### src/exbus_pkg.sv
package exbus_pkg;

    typedef enum logic [1:0] {
        CMD_BYTE = 2'd0,
        CMD_TICK = 2'd1,
        CMD_READ = 2'd2,
        CMD_NOP  = 2'd3
    } t_cmd;

    typedef enum logic [1:0] {
        EV_NONE = 2'd0,
        EV_CHAN = 2'd1,
        EV_CRC  = 2'd2,
        EV_TELE = 2'd3
    } t_event;

    typedef enum logic [2:0] {
        PS_IDLE    = 3'd0,
        PS_BUS     = 3'd1,
        PS_LEN     = 3'd2,
        PS_FILL    = 3'd3,
        PS_DISCARD = 3'd4,
        PS_LAST    = 3'd5
    } t_pstate;

    typedef enum logic [2:0] {
        BS_WAIT  = 3'd0,
        BS_RD    = 3'd1,
        BS_UNPK  = 3'd2,
        BS_OUT   = 3'd3,
        BS_FS    = 3'd4
    } t_bstate;

    typedef enum logic [1:0] {
        REG_IDLE_LIMIT     = 2'd0,
        REG_FAILSAFE_LIMIT = 2'd1,
        REG_TIMEOUT_VALUE  = 2'd2
    } t_reg;

    localparam logic [7:0] SYNC_A    = 8'h3b;
    localparam logic [7:0] SYNC_B    = 8'h3d;
    localparam logic [7:0] SYNC_C    = 8'h3e;
    localparam logic [7:0] BUS_REL   = 8'h01;
    localparam logic [7:0] ID_CHAN   = 8'h31;
    localparam logic [7:0] ID_TELE   = 8'h3a;
    localparam logic [7:0] SAT_MAX   = 8'hff;
    localparam logic [15:0] CRC_POLY = 16'h8408;

    typedef struct packed {
        logic [1:0] command;
        logic [7:0] rx_byte;
        logic [3:0] channel_index;
    } t_in;

    typedef struct packed {
        logic [15:0] channel_value;
        logic [1:0]  frame_event;
        logic [7:0]  request_id;
        logic        bus_released;
        logic [15:0] error_total;
        logic [15:0] good_total;
    } t_out;

    // Work handed from front to back.
    typedef struct packed {
        t_cmd       cmd;
        logic [3:0] chan;
        logic       crc_ok;      // frame end, crc good
        logic       crc_bad;     // frame end, crc bad
        logic       failsafe;    // tick crossed failsafe limit
        logic       release_f;
    } t_job;

    function automatic logic [15:0] crc_step(input logic [15:0] crc, input logic [7:0] b);
        logic [15:0] c;
        c = crc ^ {8'h00, b};
        for (int k = 0; k < 8; k++) begin
            c = c[0] ? ((c >> 1) ^ CRC_POLY) : (c >> 1);
        end
        return c;
    endfunction

endpackage

### src/exbus_frame_receiver_top.sv
// Frame receiver for a sync-framed serial channel bus, CRC-16 checked.
// Flow: each byte, tick or read passes the front, the 2-entry queue and the
// back end, which goes from WAIT to OUT and registers the result; a tick that
// trips failsafe goes through FS, a good frame end reads the header (RD), and a
// channel frame then unpacks each channel (UNPK). The back end takes one word
// at a time; the front takes the next words into a 2-entry queue while it works.
// Reset: synchronous active-low i_rst_n clears parser, counters and channels.
module exbus_frame_receiver_top #(
    parameter int CHANNELS     = 16,
    parameter int BUFFER_BYTES = 128
) (
    input  logic                 i_clk,
    input  logic                 i_rst_n,
    input  logic                 i_valid,
    output logic                 o_ready,
    input  exbus_pkg::t_in       i_data,
    output logic                 o_valid,
    input  logic                 i_ready,
    output exbus_pkg::t_out      o_data,
    input  logic                 i_cfg_valid,
    output logic                 o_cfg_ready,
    input  logic [1:0]           i_cfg_index,
    input  logic [15:0]          i_cfg_data
);
    localparam int AW = $clog2(BUFFER_BYTES);

    logic [7:0]  r_idle_limit, r_fs_limit;
    logic [15:0] r_timeout;

    // Configuration registers; always ready.
    assign o_cfg_ready = 1'b1;
    always_ff @(posedge i_clk) begin
        if (!i_rst_n) begin
            r_idle_limit <= 8'd5;
            r_fs_limit   <= 8'd75;
            r_timeout    <= 16'd65534;
        end else if (i_cfg_valid) begin
            case (exbus_pkg::t_reg'(i_cfg_index))
                exbus_pkg::REG_IDLE_LIMIT:     r_idle_limit <= i_cfg_data[7:0];
                exbus_pkg::REG_FAILSAFE_LIMIT: r_fs_limit   <= i_cfg_data[7:0];
                exbus_pkg::REG_TIMEOUT_VALUE:  r_timeout    <= i_cfg_data;
                default: begin
                end
            endcase
        end
    end

    logic            w_fj_valid, w_fj_ready, w_bj_valid, w_bj_ready;
    exbus_pkg::t_job w_fj, w_bj;
    logic            w_wr_en;
    logic [AW-1:0]   w_wr_addr;
    logic [7:0]      w_wr_data;

    // Front: parse bytes, run the CRC, store the frame, age counters.
    exbus_front #(.BUFFER_BYTES(BUFFER_BYTES), .AW(AW)) u_front (
        .i_clk, .i_rst_n,
        .i_valid, .o_ready, .i_data,
        .i_idle_limit(r_idle_limit), .i_failsafe_limit(r_fs_limit),
        .o_job_valid(w_fj_valid), .i_job_ready(w_fj_ready), .o_job(w_fj),
        .o_wr_en(w_wr_en), .o_wr_addr(w_wr_addr), .o_wr_data(w_wr_data)
    );

    // Hold each word's work until the back end is free.
    exbus_queue u_queue (
        .i_clk, .i_rst_n,
        .i_valid(w_fj_valid), .o_ready(w_fj_ready), .i_job(w_fj),
        .o_valid(w_bj_valid), .i_ready(w_bj_ready), .o_job(w_bj)
    );

    // Back: unpack channels, apply failsafe, build the result word.
    exbus_back #(.CHANNELS(CHANNELS), .BUFFER_BYTES(BUFFER_BYTES), .AW(AW)) u_back (
        .i_clk, .i_rst_n,
        .i_job_valid(w_bj_valid), .o_job_ready(w_bj_ready), .i_job(w_bj),
        .i_wr_en(w_wr_en), .i_wr_addr(w_wr_addr), .i_wr_data(w_wr_data),
        .i_timeout_value(r_timeout),
        .o_valid, .i_ready, .o_data
    );
endmodule

### src/exbus_front.sv
module exbus_front #(
    parameter int BUFFER_BYTES = 128,
    parameter int AW = 7
) (
    input  logic                  i_clk,
    input  logic                  i_rst_n,
    input  logic                  i_valid,
    output logic                  o_ready,
    input  exbus_pkg::t_in        i_data,
    input  logic [7:0]            i_idle_limit,
    input  logic [7:0]            i_failsafe_limit,
    output logic                  o_job_valid,
    input  logic                  i_job_ready,
    output exbus_pkg::t_job       o_job,
    output logic                  o_wr_en,
    output logic [AW-1:0]         o_wr_addr,
    output logic [7:0]            o_wr_data
);
    exbus_pkg::t_pstate r_state, n_state;
    logic [7:0]  r_pos, n_pos;
    logic [7:0]  r_len, n_len;
    logic [15:0] r_crc, n_crc;
    logic        r_rel, n_rel;
    logic [7:0]  r_idle, n_idle;
    logic [7:0]  r_fs, n_fs;
    logic [7:0]  r_first, n_first;   // copy of stored byte 0
    logic [7:0]  r_id4, n_id4;       // copy of stored byte 4
    logic [15:0] w_crc;
    logic        w_go;
    exbus_pkg::t_job w_job;

    assign o_ready = i_job_ready;
    assign w_go    = i_valid && i_job_ready;
    assign w_crc   = exbus_pkg::crc_step(r_crc, i_data.rx_byte);

    always_comb begin
        n_state = r_state;
        n_pos   = r_pos;
        n_len   = r_len;
        n_crc   = r_crc;
        n_rel   = r_rel;
        n_idle  = r_idle;
        n_fs    = r_fs;
        n_first = r_first;
        n_id4   = r_id4;
        w_job   = '0;
        w_job.cmd  = exbus_pkg::t_cmd'(i_data.command);
        w_job.chan = i_data.channel_index;
        o_wr_en   = 1'b0;
        o_wr_addr = r_pos[AW-1:0];
        o_wr_data = i_data.rx_byte;
        if (w_go) begin
            unique case (exbus_pkg::t_cmd'(i_data.command))
                exbus_pkg::CMD_BYTE: begin
                    n_idle = '0;
                    if (r_state != exbus_pkg::PS_DISCARD) begin
                        o_wr_en = ({1'b0, r_pos} < 9'(BUFFER_BYTES));
                        if (r_pos == 8'd0) begin
                            n_first = i_data.rx_byte;
                        end
                        if (r_pos == 8'd4) begin
                            n_id4 = i_data.rx_byte;
                        end
                        n_pos = r_pos + 8'd1;
                    end
                    n_crc = w_crc;
                    unique case (r_state)
                        exbus_pkg::PS_IDLE: begin
                            if (i_data.rx_byte == exbus_pkg::SYNC_A
                                || i_data.rx_byte == exbus_pkg::SYNC_B
                                || i_data.rx_byte == exbus_pkg::SYNC_C) begin
                                n_state = exbus_pkg::PS_BUS;
                            end else begin
                                n_pos = '0;
                                n_crc = '0;
                            end
                        end
                        exbus_pkg::PS_BUS: begin
                            n_rel   = (i_data.rx_byte == exbus_pkg::BUS_REL);
                            n_state = exbus_pkg::PS_LEN;
                        end
                        exbus_pkg::PS_LEN: begin
                            n_len = i_data.rx_byte;
                            if ({1'b0, i_data.rx_byte} > 9'(BUFFER_BYTES)
                                || n_first == exbus_pkg::SYNC_A) begin
                                n_state = exbus_pkg::PS_DISCARD;
                            end else begin
                                n_state = exbus_pkg::PS_FILL;
                            end
                        end
                        exbus_pkg::PS_FILL: begin
                            if ({1'b0, n_pos} + 9'd1 >= {1'b0, r_len}) begin
                                n_state = exbus_pkg::PS_LAST;
                            end
                        end
                        exbus_pkg::PS_DISCARD: begin
                            n_pos = r_pos + 8'd1;
                            if (r_pos >= r_len) begin
                                n_state = exbus_pkg::PS_IDLE;
                                n_pos   = '0;
                                n_crc   = '0;
                            end
                        end
                        default: begin
                            w_job.crc_ok  = (w_crc == 16'd0);
                            w_job.crc_bad = (w_crc != 16'd0);
                            // A good channel frame restarts the failsafe count.
                            if (w_crc == 16'd0 && n_id4 == exbus_pkg::ID_CHAN) begin
                                n_fs = '0;
                            end
                            n_pos   = '0;
                            n_crc   = '0;
                            n_state = exbus_pkg::PS_IDLE;
                        end
                    endcase
                end
                exbus_pkg::CMD_TICK: begin
                    if (r_idle != exbus_pkg::SAT_MAX) begin
                        n_idle = r_idle + 8'd1;
                    end
                    if (n_idle >= i_idle_limit) begin
                        n_pos = '0;
                    end
                    if (r_fs != exbus_pkg::SAT_MAX) begin
                        n_fs = r_fs + 8'd1;
                    end
                    w_job.failsafe = (n_fs >= i_failsafe_limit);
                end
                default: begin
                end
            endcase
        end
        w_job.release_f = n_rel;
    end

    always_ff @(posedge i_clk) begin
        if (!i_rst_n) begin
            r_state <= exbus_pkg::PS_IDLE;
            r_pos   <= '0;
            r_len   <= '0;
            r_crc   <= '0;
            r_rel   <= 1'b0;
            r_idle  <= '0;
            r_fs    <= '0;
            r_first <= '0;
            r_id4   <= '0;
        end else begin
            r_state <= n_state;
            r_pos   <= n_pos;
            r_len   <= n_len;
            r_crc   <= n_crc;
            r_rel   <= n_rel;
            r_idle  <= n_idle;
            r_fs    <= n_fs;
            r_first <= n_first;
            r_id4   <= n_id4;
        end
    end

    assign o_job_valid = w_go;
    assign o_job       = w_job;
endmodule

### src/exbus_queue.sv
module exbus_queue (
    input  logic            i_clk,
    input  logic            i_rst_n,
    input  logic            i_valid,
    output logic            o_ready,
    input  exbus_pkg::t_job i_job,
    output logic            o_valid,
    input  logic            i_ready,
    output exbus_pkg::t_job o_job
);
    exbus_pkg::t_job r_q [2];
    logic [1:0] r_cnt;
    logic       r_rd, r_wr;
    logic       w_push, w_pop;

    assign o_ready = (r_cnt != 2'd2);
    assign o_valid = (r_cnt != 2'd0);
    assign w_push  = i_valid && o_ready;
    assign w_pop   = o_valid && i_ready;
    assign o_job   = r_q[r_rd];

    always_ff @(posedge i_clk) begin
        if (w_push) begin
            r_q[r_wr] <= i_job;
        end
        if (!i_rst_n) begin
            r_cnt <= '0;
            r_rd  <= 1'b0;
            r_wr  <= 1'b0;
        end else begin
            r_cnt <= r_cnt + 2'(w_push) - 2'(w_pop);
            if (w_push) r_wr <= ~r_wr;
            if (w_pop)  r_rd <= ~r_rd;
        end
    end
endmodule

### src/exbus_back.sv
module exbus_back #(
    parameter int CHANNELS     = 16,
    parameter int BUFFER_BYTES = 128,
    parameter int AW           = 7
) (
    input  logic            i_clk,
    input  logic            i_rst_n,
    input  logic            i_job_valid,
    output logic            o_job_ready,
    input  exbus_pkg::t_job i_job,
    input  logic            i_wr_en,
    input  logic [AW-1:0]   i_wr_addr,
    input  logic [7:0]      i_wr_data,
    input  logic [15:0]     i_timeout_value,
    output logic            o_valid,
    input  logic            i_ready,
    output exbus_pkg::t_out o_data
);
    localparam int CW = (CHANNELS > 1) ? $clog2(CHANNELS) : 1;
    localparam int XW = (CW > 4) ? CW : 4;

    logic [7:0]  r_mem [BUFFER_BYTES];
    logic [7:0]  r_rdata;
    logic [8:0]  r_raddr;

    logic [15:0] r_chan [CHANNELS];
    logic [15:0] r_bad, n_bad, r_ok, n_ok;
    exbus_pkg::t_bstate r_st, n_st;
    exbus_pkg::t_job    r_job;
    logic [2:0]  r_hdr, n_hdr;     // header byte step 3..5
    logic [7:0]  r_req, n_req;
    logic [7:0]  r_id, n_id;
    logic [6:0]  r_n, n_n;         // channels to load
    logic [6:0]  r_ci, n_ci;       // channel index
    logic        r_hi, n_hi;       // high byte phase
    logic [7:0]  r_lo, n_lo;
    logic [8:0]  w_addr;
    logic [7:0]  w_byte;
    logic        w_take;
    logic        w_ld;
    logic        w_fs_all;
    logic [XW-1:0] w_rch;
    exbus_pkg::t_out r_out, n_out;
    logic        r_ov, n_ov;

    // Memory with registered read; addresses past the buffer read zero.
    always_ff @(posedge i_clk) begin
        if (i_wr_en) begin
            r_mem[i_wr_addr] <= i_wr_data;
        end
        r_rdata <= r_mem[w_addr[AW-1:0]];
        r_raddr <= w_addr;
    end
    assign w_byte = ({1'b0, r_raddr} < 10'(BUFFER_BYTES)) ? r_rdata : 8'd0;

    assign o_job_ready = (r_st == exbus_pkg::BS_WAIT) && !r_ov;
    assign w_take      = i_job_valid && o_job_ready;

    always_comb begin
        n_st  = r_st;
        n_hdr = r_hdr;
        n_req = r_req;
        n_id  = r_id;
        n_n   = r_n;
        n_ci  = r_ci;
        n_hi  = r_hi;
        n_lo  = r_lo;
        n_bad = r_bad;
        n_ok  = r_ok;
        w_addr = 9'd3;
        unique case (r_st)
            exbus_pkg::BS_WAIT: begin
                if (w_take) begin
                    if (i_job.crc_ok) begin
                        n_st  = exbus_pkg::BS_RD;
                        n_hdr = 3'd3;
                        n_ok  = r_ok + 16'd1;
                    end else if (i_job.failsafe) begin
                        n_st = exbus_pkg::BS_FS;
                    end else begin
                        n_st = exbus_pkg::BS_OUT;
                        if (i_job.crc_bad) n_bad = r_bad + 16'd1;
                    end
                end
            end
            exbus_pkg::BS_RD: begin
                // r_hdr was presented last cycle; w_byte holds it now
                w_addr = {6'd0, r_hdr} + 9'd1;
                n_hdr  = r_hdr + 3'd1;
                if (r_hdr == 3'd3) n_req = w_byte;
                if (r_hdr == 3'd4) n_id  = w_byte;
                if (r_hdr == 3'd5) begin
                    n_n = ({1'b0, w_byte[7:1]} > 8'(CHANNELS)) ? 7'(CHANNELS)
                                                              : w_byte[7:1];
                    n_ci = '0;
                    n_hi = 1'b0;
                    w_addr = 9'd6;
                    n_st = (r_id == exbus_pkg::ID_CHAN) ? exbus_pkg::BS_UNPK
                                                         : exbus_pkg::BS_OUT;
                end
            end
            exbus_pkg::BS_UNPK: begin
                w_addr = 9'd7 + {1'b0, r_ci, 1'b0} + {8'd0, r_hi};
                if (r_ci == r_n) begin
                    n_st = exbus_pkg::BS_OUT;
                end else if (!r_hi) begin
                    n_lo = w_byte;
                    n_hi = 1'b1;
                end else begin
                    n_hi = 1'b0;
                    n_ci = r_ci + 7'd1;
                end
            end
            exbus_pkg::BS_FS: begin
                n_st = exbus_pkg::BS_OUT;
            end
            default: begin
                n_st = exbus_pkg::BS_WAIT;
            end
        endcase
    end

    // Pipeline the unpack: the byte is valid in the cycle after its address is issued.
    // Address in UNPK is one ahead, so first UNPK cycle uses byte 6 issued at end of RD.
    assign w_ld     = (r_st == exbus_pkg::BS_UNPK) && (r_ci != r_n) && r_hi;
    assign w_fs_all = (r_st == exbus_pkg::BS_FS);

    always_ff @(posedge i_clk) begin
        for (int k = 0; k < CHANNELS; k++) begin
            if (!i_rst_n) begin
                r_chan[k] <= '0;
            end else if (w_fs_all) begin
                r_chan[k] <= i_timeout_value;
            end else if (w_ld && r_ci[CW-1:0] == CW'(k)) begin
                r_chan[k] <= {w_byte, r_lo};
            end
        end
    end

    assign w_rch = XW'(r_job.chan);

    always_comb begin
        n_out = r_out;
        n_ov  = r_ov;
        if (r_ov && i_ready) n_ov = 1'b0;
        if (n_st == exbus_pkg::BS_OUT && r_st != exbus_pkg::BS_OUT) begin
            n_out = '0;
        end
        if (r_st == exbus_pkg::BS_OUT) begin
            n_ov = 1'b1;
            n_out.bus_released = r_job.release_f;
            n_out.error_total  = r_bad;
            n_out.good_total   = r_ok;
            n_out.channel_value = '0;
            n_out.frame_event   = exbus_pkg::EV_NONE;
            n_out.request_id    = '0;
            if (r_job.cmd == exbus_pkg::CMD_READ
                && {1'b0, w_rch} < (XW+1)'(CHANNELS)) begin
                n_out.channel_value = r_chan[w_rch[CW-1:0]];
            end
            if (r_job.crc_bad) n_out.frame_event = exbus_pkg::EV_CRC;
            if (r_job.crc_ok) begin
                n_out.request_id = r_req;
                if (r_id == exbus_pkg::ID_CHAN) n_out.frame_event = exbus_pkg::EV_CHAN;
                else if (r_id == exbus_pkg::ID_TELE) n_out.frame_event = exbus_pkg::EV_TELE;
            end
        end
    end

    always_ff @(posedge i_clk) begin
        if (w_take) r_job <= i_job;
        r_hdr <= n_hdr;
        r_req <= n_req;
        r_id  <= n_id;
        r_n   <= n_n;
        r_ci  <= n_ci;
        r_hi  <= n_hi;
        r_lo  <= n_lo;
        r_out <= n_out;
        if (!i_rst_n) begin
            r_st  <= exbus_pkg::BS_WAIT;
            r_bad <= '0;
            r_ok  <= '0;
            r_ov  <= 1'b0;
        end else begin
            r_st  <= n_st;
            r_bad <= n_bad;
            r_ok  <= n_ok;
            r_ov  <= n_ov;
        end
    end

    assign o_valid = r_ov;
    assign o_data  = r_out;
endmodule
### config.mk
export PLATFORM = sky130hd
export DESIGN_NAME = exbus_frame_receiver_top
export DESIGN_NICKNAME = d
export VERILOG_FILES = /design/src/exbus_pkg.sv /design/src/exbus_frame_receiver_top.sv /design/src/exbus_front.sv /design/src/exbus_queue.sv /design/src/exbus_back.sv
export SDC_FILE = /design/constraint.sdc
export NUM_CORES = 2
export LEC_CHECK = 0
export CAP_MARGIN = 5
export CORE_AREA = 5 5 338 340
export CTS_BUF_LIST = sky130_fd_sc_hd__clkbuf_8
export CTS_CLUSTER_SIZE = 30
export DETAILED_ROUTE_END_ITERATION = 8
export DIE_AREA = 0 0 343 345
export DONT_BUFFER_PORTS = 1
export PLACE_DENSITY_LB_ADDON = 0.25
export SYNTH_ARGS = -nofsm -noshare
export SYNTH_HDL_FRONTEND = slang
export SYNTH_SLANG_ARGS = --single-unit
export TNS_END_PERCENT = 10
### constraint.sdc
create_clock -name i_clk -period 3.8 [get_ports i_clk]
set_clock_uncertainty 0.15 [all_clocks]
set_input_delay 0.19 -clock i_clk [delete_from_list [all_inputs] [get_ports i_clk]]
set_output_delay 0.19 -clock i_clk [all_outputs]
set_load 0.01 [all_outputs]
Word-level counts from Yosys, hierarchy flattened
Memories as Yosys holds them, arrays and structs flattened. A register that Yosys moved wholly into a read port is not among the register bits.
Index checks and enable logic that the tools add are counted.
Word-level totals
  memories kept: 3
  logic and storage cells: 419
  flip-flop bits (word level): 259
  memory bits (writable): 1300
  input port bits: 37
  output and inout bits: 62
Operators by class
  bitwise logic cells: 47
  $lt $le $gt $ge: 8
  add/sub/neg operators: 13
  eq/ne operators: 58
  reduce and logical (&&, ||, !) cells: 63
  multiplexer cells: 189
Memories
  u_back.r_mem: words 128, bits a word 8, rd ports 1, clocked after memory_dff 1, wr ports 1, line exbus_back.sv:22  | logic [7:0] r_mem [BUFFER_BYTES];
  u_back.r_chan: words 16, bits a word 16, rd ports 1, clocked after memory_dff 1, wr ports 16, line exbus_back.sv:26  | logic [15:0] r_chan [CHANNELS];
  u_queue.r_q: words 2, bits a word 10, rd ports 1, clocked after memory_dff 1, wr ports 1, line exbus_queue.sv:11  | exbus_pkg::t_job r_q [2];
Operators by type and width (count)
  $mux W16: 43
  $mux W8: 23
  $mux W59: 2
  $mux W1: 87
  $eq A8 B6 Y1 const B: 7
  $pmux W16 S3: 1
  $pmux W8 S2: 3
  $mux W3: 12
  $add A16 B1 Y16 const B: 2
  $eq A4 B4 Y1 const B: 8
  $or A1 B1 Y1: 32
  $logic_and A1 B1 Y1: 25
  $add A8 B1 Y8 const B: 3
  $ge A8 B8 Y1: 3
  $not A2 Y3: 8
  $pmux W8 S3: 1
  $mux W7: 3
  $eq A3 B2 Y1 const B: 6
  $pmux W9 S2: 1
  $reduce_and A3 Y1: 6
  $eq A4 B3 Y1 const B: 4
  $logic_not A16 Y1: 1
  $ne A2 B1 Y1 const B: 8
  $ne A8 B8 Y1 const B: 2
  other kinds (50): 87

Logic depth before layout (Yosys ltp)
  word-level depth: 22
  mapped depth: 16
  mapped depth without buffers: 16

Modules after synthesis
From an unflattened synthesis, not the netlist that was laid out.
Unflattened totals
  cells, all modules: 5146
  area total of the unflattened synthesis: 66219.8 µm²
By module, submodules not included
  exbus_back: area an instance 59146.7 µm², instances 1, cells each 4374, sequential area each 42741.0 µm²
  exbus_front: area an instance 4710.8 µm², instances 1, cells each 578, sequential area each 1361.3 µm²
  exbus_frame_receiver_top: area an instance 1408.9 µm², instances 1, cells each 139, sequential area each 640.6 µm²
  exbus_queue: area an instance 953.4 µm², instances 1, cells each 55, sequential area each 700.7 µm²

Worst setup path after synthesis
OpenSTA, ideal clock, no wires.
  kind: register -> register
  from: register u_back.r_st[1]
  to: register u_back.r_out, in the netlist u_back.o_data[0], enable pin
  path slack: 160 ps
  period minus slack after synthesis: 3640 ps
  data required time: 3231 ps
  buffers on the path: 1
  arrival time: 3071 ps
  setup time: 419 ps
  cell stages (with the launch flop): 10
  cell sequence: dfxtp_1 -> buf_2 -> nor4_1 -> o21ai_1 -> inv_1 -> a22oi_1 -> o21ai_0 -> o21ai_0 -> a21oi_1 -> or3_1
Between the ends
  word-level cells in the longest chain between the ends: 8
  elaborated cells between the ends (all ways): 15
  classes of those cells: 6 x eq/ne; 4 x mux; 5 x reduce/logical
RTL lines
  start, declared: line exbus_back.sv:28  | exbus_pkg::t_bstate r_st, n_st;
  start signal, assigned: line exbus_back.sv:181  | r_st <= exbus_pkg::BS_WAIT;
  start signal, assigned: line exbus_back.sv:186  | r_st <= n_st;
  $logic_not A3 Y1: line exbus_back.sv:56  | assign o_job_ready = (r_st == exbus_pkg::BS_WAIT) && !r_ov;
  $logic_and A1 B1 Y1: line exbus_back.sv:56
  $logic_and A1 B1 Y1: line exbus_back.sv:57  | assign w_take = i_job_valid && o_job_ready;
  named net u_back.w_take: line exbus_back.sv:39  | logic w_take;
  $mux W3: line exbus_back.sv:73  | if (w_take) begin
  $pmux W3 S4: line exbus_back.sv:71  | unique case (r_st)
  $eq A3 B2 Y1: line exbus_back.sv:146  | if (n_st == exbus_pkg::BS_OUT && r_st != exbus_pkg::BS_OUT) begin
  $logic_and A1 B1 Y1: line exbus_back.sv:146
  $reduce_bool A2 Y1 (no line)
  end signal, assigned: line exbus_back.sv:179  | r_out <= n_out;
  end, declared: line exbus_back.sv:43  | exbus_pkg::t_out r_out, n_out;
The timed path passes the listed nets, and every way through them passes these cells.
A chain may end at the register's enable or synchronous reset.

Worst setup path in the final report
  from: register u_back.r_hdr[0]
  to: register u_back.r_rdata[4], read port of u_back.r_mem
Between the ends
  word-level cells in the longest chain between the ends: 3
  elaborated cells between the ends (all ways): 4
  classes of those cells: 1 x add/sub; 1 x eq/ne; 2 x mux
RTL lines
  start, declared: line exbus_back.sv:30  | logic [2:0] r_hdr, n_hdr;
  start signal, assigned: line exbus_back.sv:172  | r_hdr <= n_hdr;
  $add A3 B1 Y4 or $eq A3 B3 Y1 (tied branches): line exbus_back.sv:88, exbus_back.sv:92
  $mux W9 (*): line exbus_back.sv:92  | if (r_hdr == 3'd5) begin
  $pmux W9 S2 (*): line exbus_back.sv:71
  end, declared: line exbus_back.sv:23  | logic [7:0] r_rdata;
Mark *: on every way between the ends. The rest lies on a longest branch, timed or not.

==> metrics.txt <==
vias in the first global route between 30000 and 40000; critical path arrival around 4400 ps; fraction of registers with async set/reset 0%; # DRC 0; P&R area growth vs syn 11.5%; wire per inst around 25 um; largest net degree at the start of global routing 146; # IOs between 90 and 100; Pint 31.7 mW; sequential area share after synthesis 69.1%; clk_lat worst skew 910 ps; drt first pass iters 6; ratio of cells with drive above 1 in the final layout 13.2%; Final min period between 3000 and 4000 ps; Pins Over Slew Limit 0; H-Tree Depth 4; detailed-route vias per instance roughly 6.2; WHS 73.9 ps; part of the power in registers ~43%; worst-path fanout max 13; Max-slew headroom 33.8%; Worst setup SP type register; DRT iter0 DRCs around 5000; total core area around 110000 um^2; GRT Util Overall between 20% and 30%; Critical Setup Path Class register to register; period utilization 99.6%; worst flop-to-flop path startpoint u_back.r_hdr[0]; RePlAce Congestion ~0.91; TritonCTS clock tree built; P per Cell Area 657 nW/um^2; Die Footprint between 100000 and 150000 um^2; Sw Share about a third; Synth cell types 85; Worst-path clk slew about 60 ps; final hold viol count 0; Worst Max-Slew Pin Slew about 990 ps; P_sw around 16 mW; initial antenna violation count 5; Starting Density 59.1%; dpl cells approximately 6100; number of routed nets with antenna violations 0; worst hold-check path type input port to register; RSZ-0062 raised after global routing yes; Setup violations, final 0; EDFF count, synth 1410; FMAX ~260 MHz; LEAKAGE around 27 nW; clock share of power 26.1%; crit path from u_back.r_hdr[0]; Primary FF master, synth edfxtp_1; Worst Setup End Kind register; IO buf count 0; via count about 41000; clk buf depth 3; #FFs+latches synth 1565; setup bufs post-CTS 0; Clock Sinks approximately 1600; DP HPWL 101 mm; Hold Startpoint i_cfg_index[0]; Die H 345 um; Final nets between 5000 and 6000; YS warnings 0; synthesized area 65800 um^2; Max Cap Violations 0; Avg Inst Size Synth approximately 14 um^2; grt ovf 0; Comb pwr share 31.1%; first-pass GRT wire length 246 mm; CTS root buf clkbuf_8; status complete, no violations; non-filler cells in the finished layout between 6000 and 7000; post-synthesis cell count 4742; row count roughly 120; Post-Route WL approximately 160 mm; Critical Path RT 4430 ps; Max VDD drop roughly 620 uV; Die X-Extent 343 um; Inserted Clock Buffers 237
power groups by stage:
stage               clock (mW)  sequential [mW]  combinational [mW]
floorplan                    0             20.6                9.82
global placement             0             20.9                14.1
detailed placement           0             21.0                14.3
CTS                       12.8             20.6                14.7
global route              13.6             20.7                15.8
finish                    12.6             20.6                15.0
metrics by stage:
step	setup TNS, ps	area [um^2]	util (%)	worst slack [ps]	total power [mW]
floorplan	0	65800	-	160	30.4
global placement	-13.1	67900	61.0	-13.1	35.0
detailed placement	-37.0	67900	61.0	-37.0	35.3
CTS	0	73300	65.9	2.00	48.1
global route	-83.8	73400	65.9	-49.5	50.2
finish	0	73400	65.9	13.7	48.2
metal layers:
layer	GRT usage [%]	up-vias	routed length [um]	part of all wire, %
met5	0	-	0	0
met4	11.4	0	7520	4.6
met3	5.61	387	15100	9.2
met2	43.2	2154	77600	48
met1	37.2	20200	63200	39
li1	-	18400	-	-
worst paths after layout:
| path | slack [ps] | to | cells after the start |
|---|---|---|---|
| worst max-delay path | 10 | u_back.r_rdata[4] | 10 |
| worst min-delay path | 70 | r_timeout[13] | 3 |
| worst max register to register | 10 | u_back.r_rdata[4] | 10 |
| worst min register to register | 290 | register | 2 |
synth_stat cells (67+ instances only):
master,number,area (um^2)
a21o_1,143,1070
a21oi_1,205,1030
a221oi_1,67,587
and3_1,73,457
clkbuf_1,201,754
dfxtp_1,155,3100
edfxtp_1,1410,42300
mux2i_1,198,1980
mux4_2,100,2250
nand2_1,672,2520
nand3_1,185,926
nor2_1,215,807
nor2b_1,80,500
o21ai_0,176,881
placed cells by master (no fill, tap or decap), types with 79 or more instances in the layout:
master,instances
clkbuf_8,250
nand2_1,672
inv_1,115
o21ai_0,175
dlygate4sd3_1,84
nor2_1,215
a21o_1,143
dfxtp_1,151
a21oi_1,204
edfxtp_1,1410
nor2b_1,79
mux4_2,100
buf_4,175
nand3_1,185
mux2i_1,198
cells by family after synthesis:
logic type / share of synthesized area [%]
XOR/XNOR: 1.20
AO/OA/AOI/OAI: 9.12
AND/OR/NAND/NOR: 10.2
buffers and inverters: 2.68
adder cells (fa/ha/maj): 0.970
multiplexers: 6.75
other: 0.0114
flip-flops: 69.1
sequential cells by signal, summed over array words and instances (netlist names), 5 cells and up, named ones only:
| register | count |
|---|---|
| r_fs_limit | 8 |
| r_idle_limit | 8 |
| r_timeout | 16 |
| u_back.o_data | 59 |
| u_back.r_bad | 16 |
| u_back.r_chan | 256 |
| u_back.r_ci | 7 |
| u_back.r_id | 8 |
| u_back.r_job | 5 |
| u_back.r_lo | 8 |
| u_back.r_mem | 1024 |
| u_back.r_n | 7 |
| u_back.r_ok | 16 |
| u_back.r_rdata | 8 |
| u_back.r_req | 8 |
| u_front.r_crc | 16 |
| u_front.r_first | 8 |
| u_front.r_fs | 8 |
| u_front.r_id4 | 8 |
| u_front.r_idle | 8 |
| u_front.r_len | 8 |
| u_front.r_pos | 8 |
| u_queue.r_q | 20 |
final cells by class:
class / count / area (um^2)
antenna: 4 / 10.0
fill: 7855 / 37900
clock inverter: 179 / 848
clock buffer: 250 / 3440
tap: 1500 / 1880
inverter: 50 / 188
sequential: 1565 / 45500
multi-input combinational: 2795 / 18700
timing repair buffer: 292 / 2880
what timing repair did:
action,in CTS,in global routing
endpoints found under the setup margin,1,26
endpoints found under the hold margin,1569,0
pin swaps,0,0
resized for setup,2,14
hold buffers,95,0
critical path: stages (launching register included):
cell	delay, ps
edfxtp_1	390
buf_4	160
ha_1	250
or4_1	720
o21a_2	250
nand2_1	220
buf_4	260
a221oi_1	80
nor4_1	510
o22ai_1	300
o32a_1	360
Note: power is estimated with default switching activity, not from simulation.
